## src/rtl/mbrtu_pkg.sv

```systemverilog
// package for the modbus rtu frame receiver: phase type, status codes,
// register indexes and frame length constants
// no dependencies
`timescale 1ns / 1ps

package mbrtu_pkg;

  localparam int unsigned CFG_IDX_W  = 2;
  localparam int unsigned CFG_DATA_W = 16;

  localparam logic [CFG_IDX_W-1:0] CFG_MY_ADDRESS    = 2'd0;
  localparam logic [CFG_IDX_W-1:0] CFG_CHAR_TIME_US  = 2'd1;
  localparam logic [CFG_IDX_W-1:0] CFG_RX_TIMEOUT_MS = 2'd2;

  localparam logic [2:0] ST_NONE    = 3'd0;
  localparam logic [2:0] ST_GOOD    = 3'd1;
  localparam logic [2:0] ST_ILLEGAL = 3'd2;
  localparam logic [2:0] ST_CRC_ERR = 3'd3;
  localparam logic [2:0] ST_TIMEOUT = 3'd4;

  // frame lengths including address, function and crc
  localparam logic [8:0] LEN_FIXED = 9'd8;
  localparam logic [8:0] LEN_MULTI = 9'd9;
  localparam logic [8:0] LEN_RDWR  = 9'd13;

  localparam logic [3:0] OFS_MULTI = 4'd6;
  localparam logic [3:0] OFS_RDWR  = 4'd10;

  localparam logic [7:0] FC_WRITE_COILS = 8'd15;
  localparam logic [7:0] FC_WRITE_REGS  = 8'd16;
  localparam logic [7:0] FC_RDWR_REGS   = 8'd23;

  localparam logic [15:0] CRC_INIT = 16'hFFFF;
  localparam logic [15:0] CRC_POLY = 16'hA001;

  localparam logic [9:0] US_PER_MS   = 10'd1000;
  localparam logic [2:0] GAP_HALVES  = 3'd7;
  localparam logic [18:0] GAP_THRESH_RST = 19'd7287;
  localparam logic [25:0] TIMEOUT_US_RST = 26'd500000;
  localparam logic [7:0]  MY_ADDR_RST    = 8'd1;

  typedef enum logic [2:0] {
    PH_IDLE,
    PH_IGNORE,
    PH_FUNCTION,
    PH_LENGTH,
    PH_DATA
  } phase_e;

endpackage

```

## src/rtl/mbrtu_in_if.sv

```systemverilog
// input channel of the modbus rtu frame receiver: valid/ready plus item payload
// no dependencies
`timescale 1ns / 1ps

interface mbrtu_in_if;
  logic       valid;
  logic       ready;
  logic       func;
  logic [7:0] rx_byte;

  modport source (output valid, output func, output rx_byte, input ready);
  modport sink   (input valid, input func, input rx_byte, output ready);
endinterface

```

## src/rtl/mbrtu_out_if.sv

```systemverilog
// result channel of the modbus rtu frame receiver: valid/ready plus result payload
// no dependencies
`timescale 1ns / 1ps

interface mbrtu_out_if;
  logic       valid;
  logic       ready;
  logic       stored;
  logic [8:0] position;
  logic [7:0] byte_out;
  logic [7:0] function_code;
  logic [8:0] frame_length;
  logic [2:0] status;

  modport source (output valid, output stored, output position, output byte_out,
                  output function_code, output frame_length, output status,
                  input ready);
  modport sink   (input valid, input stored, input position, input byte_out,
                  input function_code, input frame_length, input status,
                  output ready);
endinterface

```

## src/rtl/modbus_rtu_frame_receiver_unit.sv

```systemverilog
// top level of the modbus rtu frame receiver: frame delimiting, crc and timers
// depends on mbrtu_pkg, mbrtu_in_if, mbrtu_out_if
`timescale 1ns / 1ps

// channel   dir  payload
// in_s      in   func, rx_byte
// out_s     out  stored, position, byte_out, function_code, frame_length, status
// cfg       in   cfg_we_i, cfg_idx_i, cfg_wdata_i (write only)
//
// one item per cycle while results are taken; an item waits in the input register,
// where the frame state and crc are updated, then sits in the result register
// a result is valid once its item moves from the input register into the result register
// a stalled result register holds the input register; ready drops only when both are full
// reset returns to the idle phase with register defaults (address 1, 1041 us, 500 ms)

module modbus_rtu_frame_receiver_unit (
  input  logic                            clk_i,
  input  logic                            rst_ni,
  mbrtu_in_if.sink                        in_s,
  mbrtu_out_if.source                     out_s,
  input  logic                            cfg_we_i,
  input  logic [mbrtu_pkg::CFG_IDX_W-1:0] cfg_idx_i,
  input  logic [mbrtu_pkg::CFG_DATA_W-1:0] cfg_wdata_i
);
  import mbrtu_pkg::*;

  // configuration, kept in the form the compares need
  logic [7:0]  my_addr_q;
  logic [18:0] gap_thresh_q;
  logic [25:0] timeout_us_q;

  // input register
  logic       s1_valid_q;
  logic       s1_func_q;
  logic [7:0] s1_byte_q;

  // frame state
  phase_e      phase_q, phase_d;
  logic [8:0]  byte_cnt_q, byte_cnt_d;
  logic [8:0]  exp_len_q, exp_len_d;
  logic [3:0]  cnt_ofs_q, cnt_ofs_d;
  logic [7:0]  cur_func_q, cur_func_d;
  logic [15:0] crc_q, crc_d;
  logic [23:0] gap_us_q, gap_us_d;
  logic [25:0] frame_us_q, frame_us_d;
  logic        armed_q, armed_d;

  // result register
  logic       out_valid_q;
  logic       res_stored_d, res_stored_q;
  logic [8:0] res_pos_d, res_pos_q;
  logic [7:0] res_byte_d, res_byte_q;
  logic [2:0] res_status_d, res_status_q;
  logic [7:0] res_func_q;
  logic [8:0] res_len_q;

  logic        out_take;
  logic        s1_adv;
  logic        gap_open;
  phase_e      eff_phase;
  logic [15:0] crc_next;
  logic [8:0]  cnt_inc;
  logic [25:0] frame_us_inc;
  logic        timeout_hit;

  function automatic logic [15:0] crc_feed(input logic [15:0] crc, input logic [7:0] b);
    logic [15:0] c;
    c = crc ^ {8'h00, b};
    for (int i = 0; i < 8; i++) begin
      if (c[0]) begin
        c = (c >> 1) ^ CRC_POLY;
      end else begin
        c = c >> 1;
      end
    end
    return c;
  endfunction

  assign out_take   = !out_valid_q || out_s.ready;
  assign s1_adv     = s1_valid_q && out_take;
  assign in_s.ready = !s1_valid_q || out_take;

  // silent gap of 3.5 characters: 2*gap >= 7*char
  assign gap_open  = (phase_q == PH_IGNORE) && ({gap_us_q, 1'b0} >= {6'd0, gap_thresh_q});
  assign eff_phase = gap_open ? PH_IDLE : phase_q;
  assign crc_next  = crc_feed((eff_phase == PH_DATA || eff_phase == PH_LENGTH ||
                               eff_phase == PH_FUNCTION) ? crc_q : CRC_INIT, s1_byte_q);
  assign cnt_inc   = byte_cnt_q + 9'd1;
  assign frame_us_inc = (&frame_us_q) ? frame_us_q : frame_us_q + 26'd1;
  assign timeout_hit  = armed_q && (frame_us_inc >= timeout_us_q);

  // next state
  always_comb begin
    phase_d    = phase_q;
    byte_cnt_d = byte_cnt_q;
    exp_len_d  = exp_len_q;
    cnt_ofs_d  = cnt_ofs_q;
    cur_func_d = cur_func_q;
    crc_d      = crc_q;
    gap_us_d   = gap_us_q;
    frame_us_d = frame_us_q;
    armed_d    = armed_q;
    if (s1_func_q) begin
      gap_us_d = (&gap_us_q) ? gap_us_q : gap_us_q + 24'd1;
      if (armed_q) begin
        frame_us_d = frame_us_inc;
      end
      if (timeout_hit) begin
        armed_d = 1'b0;
        phase_d = PH_IDLE;
      end
    end else begin
      gap_us_d = '0;
      phase_d  = eff_phase;
      case (eff_phase)
        PH_IGNORE: begin
        end
        PH_FUNCTION: begin
          cur_func_d = s1_byte_q;
          crc_d      = crc_next;
          byte_cnt_d = 9'd2;
          if (s1_byte_q inside {[8'd1:8'd6]}) begin
            exp_len_d = LEN_FIXED;
            phase_d   = PH_DATA;
          end else if (s1_byte_q == FC_WRITE_COILS || s1_byte_q == FC_WRITE_REGS) begin
            exp_len_d = LEN_MULTI;
            cnt_ofs_d = OFS_MULTI;
            phase_d   = PH_LENGTH;
          end else if (s1_byte_q == FC_RDWR_REGS) begin
            exp_len_d = LEN_RDWR;
            cnt_ofs_d = OFS_RDWR;
            phase_d   = PH_LENGTH;
          end else begin
            armed_d = 1'b0;
            phase_d = PH_IDLE;
          end
        end
        PH_LENGTH: begin
          crc_d = crc_next;
          if (byte_cnt_q == {5'd0, cnt_ofs_q}) begin
            exp_len_d = exp_len_q + {1'b0, s1_byte_q};
            phase_d   = PH_DATA;
          end
          byte_cnt_d = cnt_inc;
        end
        PH_DATA: begin
          crc_d      = crc_next;
          byte_cnt_d = cnt_inc;
          if (cnt_inc >= exp_len_q) begin
            armed_d = 1'b0;
            phase_d = PH_IDLE;
          end
        end
        default: begin
          if (s1_byte_q == my_addr_q) begin
            crc_d      = crc_next;
            byte_cnt_d = 9'd1;
            exp_len_d  = '0;
            cur_func_d = '0;
            cnt_ofs_d  = '0;
            frame_us_d = '0;
            armed_d    = 1'b1;
            phase_d    = PH_FUNCTION;
          end else begin
            phase_d = PH_IGNORE;
          end
        end
      endcase
    end
  end

  // result fields
  always_comb begin
    res_stored_d = 1'b0;
    res_pos_d    = '0;
    res_byte_d   = '0;
    res_status_d = ST_NONE;
    if (s1_func_q) begin
      if (timeout_hit) begin
        res_status_d = ST_TIMEOUT;
      end
    end else begin
      case (eff_phase)
        PH_IGNORE: begin
        end
        PH_FUNCTION: begin
          res_stored_d = 1'b1;
          res_pos_d    = 9'd1;
          res_byte_d   = s1_byte_q;
          if (!(s1_byte_q inside {[8'd1:8'd6], FC_WRITE_COILS, FC_WRITE_REGS,
                                  FC_RDWR_REGS})) begin
            res_status_d = ST_ILLEGAL;
          end
        end
        PH_LENGTH: begin
          res_stored_d = 1'b1;
          res_pos_d    = byte_cnt_q;
          res_byte_d   = s1_byte_q;
        end
        PH_DATA: begin
          res_stored_d = 1'b1;
          res_pos_d    = byte_cnt_q;
          res_byte_d   = s1_byte_q;
          if (cnt_inc >= exp_len_q) begin
            res_status_d = (crc_next == 16'h0000) ? ST_GOOD : ST_CRC_ERR;
          end
        end
        default: begin
          if (s1_byte_q == my_addr_q) begin
            res_stored_d = 1'b1;
            res_byte_d   = s1_byte_q;
          end
        end
      endcase
    end
  end

  always_ff @(posedge clk_i or negedge rst_ni) begin
    if (!rst_ni) begin
      my_addr_q    <= MY_ADDR_RST;
      gap_thresh_q <= GAP_THRESH_RST;
      timeout_us_q <= TIMEOUT_US_RST;
    end else if (cfg_we_i) begin
      case (cfg_idx_i)
        CFG_MY_ADDRESS:    my_addr_q    <= cfg_wdata_i[7:0];
        CFG_CHAR_TIME_US:  gap_thresh_q <= 19'(cfg_wdata_i) * 19'(GAP_HALVES);
        CFG_RX_TIMEOUT_MS: timeout_us_q <= 26'(cfg_wdata_i) * 26'(US_PER_MS);
        default: begin
        end
      endcase
    end
  end

  always_ff @(posedge clk_i or negedge rst_ni) begin
    if (!rst_ni) begin
      s1_valid_q <= 1'b0;
    end else if (in_s.ready) begin
      s1_valid_q <= in_s.valid;
    end
  end

  always_ff @(posedge clk_i) begin
    if (in_s.ready && in_s.valid) begin
      s1_func_q <= in_s.func;
      s1_byte_q <= in_s.rx_byte;
    end
  end

  always_ff @(posedge clk_i or negedge rst_ni) begin
    if (!rst_ni) begin
      phase_q    <= PH_IDLE;
      byte_cnt_q <= '0;
      exp_len_q  <= '0;
      cnt_ofs_q  <= '0;
      cur_func_q <= '0;
      crc_q      <= CRC_INIT;
      gap_us_q   <= '0;
      frame_us_q <= '0;
      armed_q    <= 1'b0;
    end else if (s1_adv) begin
      phase_q    <= phase_d;
      byte_cnt_q <= byte_cnt_d;
      exp_len_q  <= exp_len_d;
      cnt_ofs_q  <= cnt_ofs_d;
      cur_func_q <= cur_func_d;
      crc_q      <= crc_d;
      gap_us_q   <= gap_us_d;
      frame_us_q <= frame_us_d;
      armed_q    <= armed_d;
    end
  end

  always_ff @(posedge clk_i or negedge rst_ni) begin
    if (!rst_ni) begin
      out_valid_q <= 1'b0;
    end else if (out_take) begin
      out_valid_q <= s1_valid_q;
    end
  end

  always_ff @(posedge clk_i) begin
    if (s1_adv) begin
      res_stored_q <= res_stored_d;
      res_pos_q    <= res_pos_d;
      res_byte_q   <= res_byte_d;
      res_status_q <= res_status_d;
      res_func_q   <= cur_func_d;
      res_len_q    <= exp_len_d;
    end
  end

  assign out_s.valid         = out_valid_q;
  assign out_s.stored        = res_stored_q;
  assign out_s.position      = res_pos_q;
  assign out_s.byte_out      = res_byte_q;
  assign out_s.function_code = res_func_q;
  assign out_s.frame_length  = res_len_q;
  assign out_s.status        = res_status_q;

`ifndef ASSERT_OFF
  // a frame only ends good or bad on a stored byte
  a_end_stored: assert property (@(posedge clk_i) disable iff (!rst_ni)
    out_valid_q && (res_status_q == ST_GOOD || res_status_q == ST_CRC_ERR ||
                    res_status_q == ST_ILLEGAL) |-> res_stored_q)
    else $error("frame end reported on a byte that was not stored");

  // timeout comes from a tick, never with a stored byte
  a_timeout_tick: assert property (@(posedge clk_i) disable iff (!rst_ni)
    out_valid_q && res_status_q == ST_TIMEOUT |-> !res_stored_q)
    else $error("timeout reported together with a stored byte");

  // inside a frame the receive timer runs
  a_armed: assert property (@(posedge clk_i) disable iff (!rst_ni)
    (phase_q == PH_FUNCTION || phase_q == PH_LENGTH || phase_q == PH_DATA) |-> armed_q)
    else $error("frame in progress with the timer disarmed");

  // a processed item always lands in the result register
  a_result: assert property (@(posedge clk_i) disable iff (!rst_ni)
    s1_adv |=> out_valid_q)
    else $error("processed item did not produce a result");
`endif

endmodule
```

## src/flat_wrapper.sv

```systemverilog
// flat-port wrapper written by rule: the top's interface ports become plain ports
module modbus_rtu_frame_receiver_unit_flat import mbrtu_pkg::*;
  (clk_i, rst_ni, cfg_we_i, cfg_idx_i, cfg_wdata_i, in_s_valid, in_s_func, in_s_rx_byte, in_s_ready, out_s_valid, out_s_stored, out_s_position, out_s_byte_out, out_s_function_code, out_s_frame_length, out_s_status, out_s_ready);
  mbrtu_in_if in_s_i ();
  mbrtu_out_if out_s_i ();
  input  logic clk_i;
  input  logic rst_ni;
  input  logic cfg_we_i;
  input  logic [mbrtu_pkg::CFG_IDX_W-1:0] cfg_idx_i;
  input  logic [mbrtu_pkg::CFG_DATA_W-1:0] cfg_wdata_i;
  input wire logic [$bits(in_s_i.valid)-1:0] in_s_valid;
  input wire logic [$bits(in_s_i.func)-1:0] in_s_func;
  input wire logic [$bits(in_s_i.rx_byte)-1:0] in_s_rx_byte;
  output wire logic [$bits(in_s_i.ready)-1:0] in_s_ready;
  output wire logic [$bits(out_s_i.valid)-1:0] out_s_valid;
  output wire logic [$bits(out_s_i.stored)-1:0] out_s_stored;
  output wire logic [$bits(out_s_i.position)-1:0] out_s_position;
  output wire logic [$bits(out_s_i.byte_out)-1:0] out_s_byte_out;
  output wire logic [$bits(out_s_i.function_code)-1:0] out_s_function_code;
  output wire logic [$bits(out_s_i.frame_length)-1:0] out_s_frame_length;
  output wire logic [$bits(out_s_i.status)-1:0] out_s_status;
  input wire logic [$bits(out_s_i.ready)-1:0] out_s_ready;
  assign in_s_i.valid = in_s_valid;
  assign in_s_i.func = in_s_func;
  assign in_s_i.rx_byte = in_s_rx_byte;
  assign in_s_ready = in_s_i.ready;
  assign out_s_valid = out_s_i.valid;
  assign out_s_stored = out_s_i.stored;
  assign out_s_position = out_s_i.position;
  assign out_s_byte_out = out_s_i.byte_out;
  assign out_s_function_code = out_s_i.function_code;
  assign out_s_frame_length = out_s_i.frame_length;
  assign out_s_status = out_s_i.status;
  assign out_s_i.ready = out_s_ready;
  modbus_rtu_frame_receiver_unit u_core (.clk_i(clk_i), .rst_ni(rst_ni), .in_s(in_s_i), .out_s(out_s_i), .cfg_we_i(cfg_we_i), .cfg_idx_i(cfg_idx_i), .cfg_wdata_i(cfg_wdata_i));
endmodule
```

## config.mk

```make
export PLATFORM = sky130hd
export DESIGN_NAME = modbus_rtu_frame_receiver_unit_flat
export DESIGN_NICKNAME = d
export VERILOG_FILES = /design/src/rtl/mbrtu_pkg.sv /design/src/rtl/mbrtu_in_if.sv /design/src/rtl/mbrtu_out_if.sv /design/src/rtl/modbus_rtu_frame_receiver_unit.sv /design/src/flat_wrapper.sv
export SDC_FILE = /design/constraint.sdc
export NUM_CORES = 1
export LEC_CHECK = 0
export BUFFER_PORTS_ARGS = -buffer_cell sky130_fd_sc_hd__buf_2
export CORE_MARGIN = 1
export CORE_UTILIZATION = 57
export CTS_BUF_LIST = sky130_fd_sc_hd__clkbuf_16
export CTS_CLUSTER_DIAMETER = 100
export DETAILED_ROUTE_END_ITERATION = 10
export PLACE_DENSITY = 0.75
export SLEW_MARGIN = 20
export SYNTH_ARGS = -nofsm -noshare
export SYNTH_HDL_FRONTEND = slang
export SYNTH_SLANG_ARGS = --single-unit
export TNS_END_PERCENT = 20
```

## constraint.sdc

```tcl
create_clock -name clk_i -period 3.81 [get_ports clk_i]
set_input_delay 0.5715 -clock clk_i [delete_from_list [all_inputs] [get_ports clk_i]]
set_output_delay 0.5715 -clock clk_i [all_outputs]
set_load 0.03 [all_outputs]
```

==> flow_metrics.tcl <==
set metrics [dict create \
    area_growth_pct 18.06 \
    drive_gt1_frac 0.2096 \
    grt_max_degree 61 \
    first_pass_iters 7 \
    grt_usage 0.2835 \
    nets 1906 \
    power_w 0.01112 \
    ys_top_cells_by_area "dfrtp_1 21%, ha_1 11%, edfxtp_1 9.8%" \
    worstPathArrival_ps 4380 \
    ys.flop_type "dfrtp_1" \
    peakVddDrop_v 0.0006202 \
    clkTransAtPathRegs_ps 80 \
    synth_top_area_cell "dfrtp_1" \
    path_class "input port to flop" \
    synthMostInstantiatedCell "inv_1" \
    async_flop_share 0.7626 \
    drt_iter0_markers 865 \
    violations "negative setup slack" \
    totalWireLength_mm 35.16 \
    antenna_cells 0 \
    synth_cell_types 69 \
    dieHeight_um 160.8 \
    synth_compound_area_frac 0.1538 \
    num_rows 57 \
    place.gp.congestion 0.9035 \
    finalCriticalPeriod_ps 4035 \
    relSlewSlack 0.3933 \
    drv_slew 0 \
    hold_path_class "input port to asynchronous set/reset pin" \
    synth_xor_area_frac 0.07582 \
    syn_inst 1503 \
    gr-total-overflow 0 \
    routedWlPerCell_um 17.35 \
    status "finished with violations" \
    max_cap_violations 0 \
    p_leak_nw 7.902 \
    layout_setup_ws_ps -224.6 \
    yosys-top-cells-count "151 x inv_1, 127 x ha_1, 124 x nand2_1" \
    setup_tns_ps -1515 \
    synth_top_family_by_area "adder cells" \
    drc 0 \
    grt_pass1_wl_mm 58.62 \
    rrSetupSlack_ps 100 \
    grt_pass1_vias 12060 \
    hold_buffers 0 \
    ys_seq_area_frac 0.3640 \
    clk_path_buf_depth 2 \
    die_w_um 160.8 \
    clkLatencyLatePin_ps 440 \
    ant_nets 0 \
    coreArea_um2 24530 \
    synth_top_area_frac 0.2054 \
    muxShareOfSynthArea 0.01393 \
    cp-start-kind "input port" \
    crit_required_ps 4160 \
    hold_viol_final 0 \
    port_buffers 71 \
    cts-buffers-inserted 17 \
    via_per_inst 5.794 \
    synth-seq-cells 198 \
    cts_tree "done" \
    synth_area_per_cell_um2 9.563 \
    clock-sinks 198 \
    yosys.area_share.simple 0.1483 \
    hpwl_mm 25.98 \
    timing.fmax_ghz 0.2479 \
    yosys_warnings 0 \
    syn_nets 1719 \
    place_ws_ps -802.2 \
    ctsRootBufferMaster "clkbuf_16" \
    synth_area_um2 14370 \
    die_area_um2 25850 \
    final_core_util 0.6917 \
    crit_path_max_fanout 4 \
    setup_violations 11 \
    synth-adder-area-share 0.1900 \
    start_util 0.5858 \
    io_pins 72 \
    end_kind "flop" \
    p_per_area_nw_per_um2 655.4 \
    finalCritPeriodShare 1.059 \
    htreeDepth 4 \
    rsz0062_at_grt "yes" \
    vias 11740 \
    antenna_found_initial 1 \
    synth_edf_count 47 \
    finalClockSkew_ps 11.95 \
    worstMarginPinSlew_ps 903.1 \
]
==> flip-flops by register name (all words and copies together), names as in the netlist, 9 cells and up <==
| name | count |
|---|---|
| u_core.frame_us_q | 26 |
| u_core.gap_us_q | 24 |
| u_core.timeout_us_q | 23 |
| u_core.gap_thresh_q | 19 |
| u_core.crc_q | 16 |
| u_core.byte_cnt_q | 9 |
| u_core.exp_len_q | 9 |
| u_core.out_s.frame_length | 9 |
| u_core.out_s.position | 9 |
==> worst max-delay path, cell delays in order <==
cell and delay [ps]:
buf_8 110, fa_1 570, inv_2 60, fa_1 480, inv_1 50, fa_1 490, fa_1 450, ha_4 300
buf_6 90, o21a_1 170, o31ai_4 100, a221oi_2 330, o21ai_2 120, buf_4 160, nor2_1 80, nor4_1 50
o31ai_1 200
==> final cells by class <==
class / count / area, um2
multi-input combinational: 1099 / 8643
inverter: 152 / 570.5
fill: 1845 / 7565
sequential: 198 / 5231
clock buffer: 17 / 425.4
timing repair buffer: 222 / 1582
clock inverter: 15 / 111.4
tap: 324 / 405.4
==> layer usage <==
metal,track usage,up-vias,share of wire
li1,-,5641,-
met1,0.3560,5718,0.42
met2,0.5030,302,0.52
met3,0.03874,81,0.039
met4,0.09391,2,0.025
met5,0,-,0.00034
==> timing repair <==
| item | 4_1_cts | 5_1_grt |
|---|---|---|
| setup endpoints to repair | 15 | 21 |
| buffers inserted | 12 | 2 |
| pin swaps | 37 | 32 |
| hold endpoints to repair | 0 | 0 |
| resized for setup | 28 | 42 |
==> logic make-up (layout without fill, tap and decap cells) <==
logic type / after synthesis / in the layout
multiplexers: 18 / 18
AO/OA/AOI/OAI: 346 / 346
flip-flops: 198 / 198
XOR/XNOR: 121 / 121
adder cells (fa/ha/maj): 184 / 184
AND/OR/NAND/NOR: 430 / 430
buffers and inverters: 206 / 406
==> metrics by stage <==
step	area [um2]	hold slack [ps]	std cells
after floorplan	14400	275.9	1503
after global placement	16050	462.0	1982
after detailed placement	16050	471.3	1982
after CTS	16810	120.0	2026
after global routing	16970	137.4	2027
final	16970	101.2	2027
==> power breakdown <==
| group | switching, W | internal, W | leakage, nW |
|---|---|---|---|
| logic | 0.00325 | 0.00298 | 5.26 |
| registers | 0.000406 | 0.00278 | 2.36 |
| clock network | 0.000858 | 0.000845 | 0.282 |
==> worst paths after layout <==
check / endpoint / depth (start not counted) / from
max: u_core.timeout_us_q[21] / 17 / cfg_wdata_i[2]
min: u_core.gap_us_q[9] / 1 / rst_ni
max reg2reg: u_core.phase_q[1] / 17 / u_core.frame_us_q[5]
min reg2reg: u_core.timeout_us_q[17] / 2 / u_core.timeout_us_q[17]
max in group asynchronous: u_core.timeout_us_q[8] / 2 / rst_ni
min in group clk_i: u_core.s1_byte_q[1] / 1 / in_s_rx_byte[1]
==> placed cells by master, fill, tap and decap left out, types with 13 or more instances in the layout <==
cell,Yosys,final
a21o_1,21,21
buf_4,0,145
nand2b_1,16,15
dfrtp_1,118,118
a21oi_1,59,54
nor4_1,15,13
inv_1,151,151
dfstp_2,33,33
ha_1,127,120
nand4_1,19,19
nor3_1,23,21
clkbuf_16,0,17
buf_2,5,66
and2_1,22,22
mux2_2,16,16
edfxtp_1,47,47
nand2_1,124,123
xor2_1,52,52
a22o_1,25,25
xnor2_1,66,65
a31oi_1,14,13
o31ai_1,30,29
o21ai_0,119,103
nor2_1,98,95
nand3_1,43,43
fa_1,57,57
Note: power is estimated with default switching activity, not from simulation.
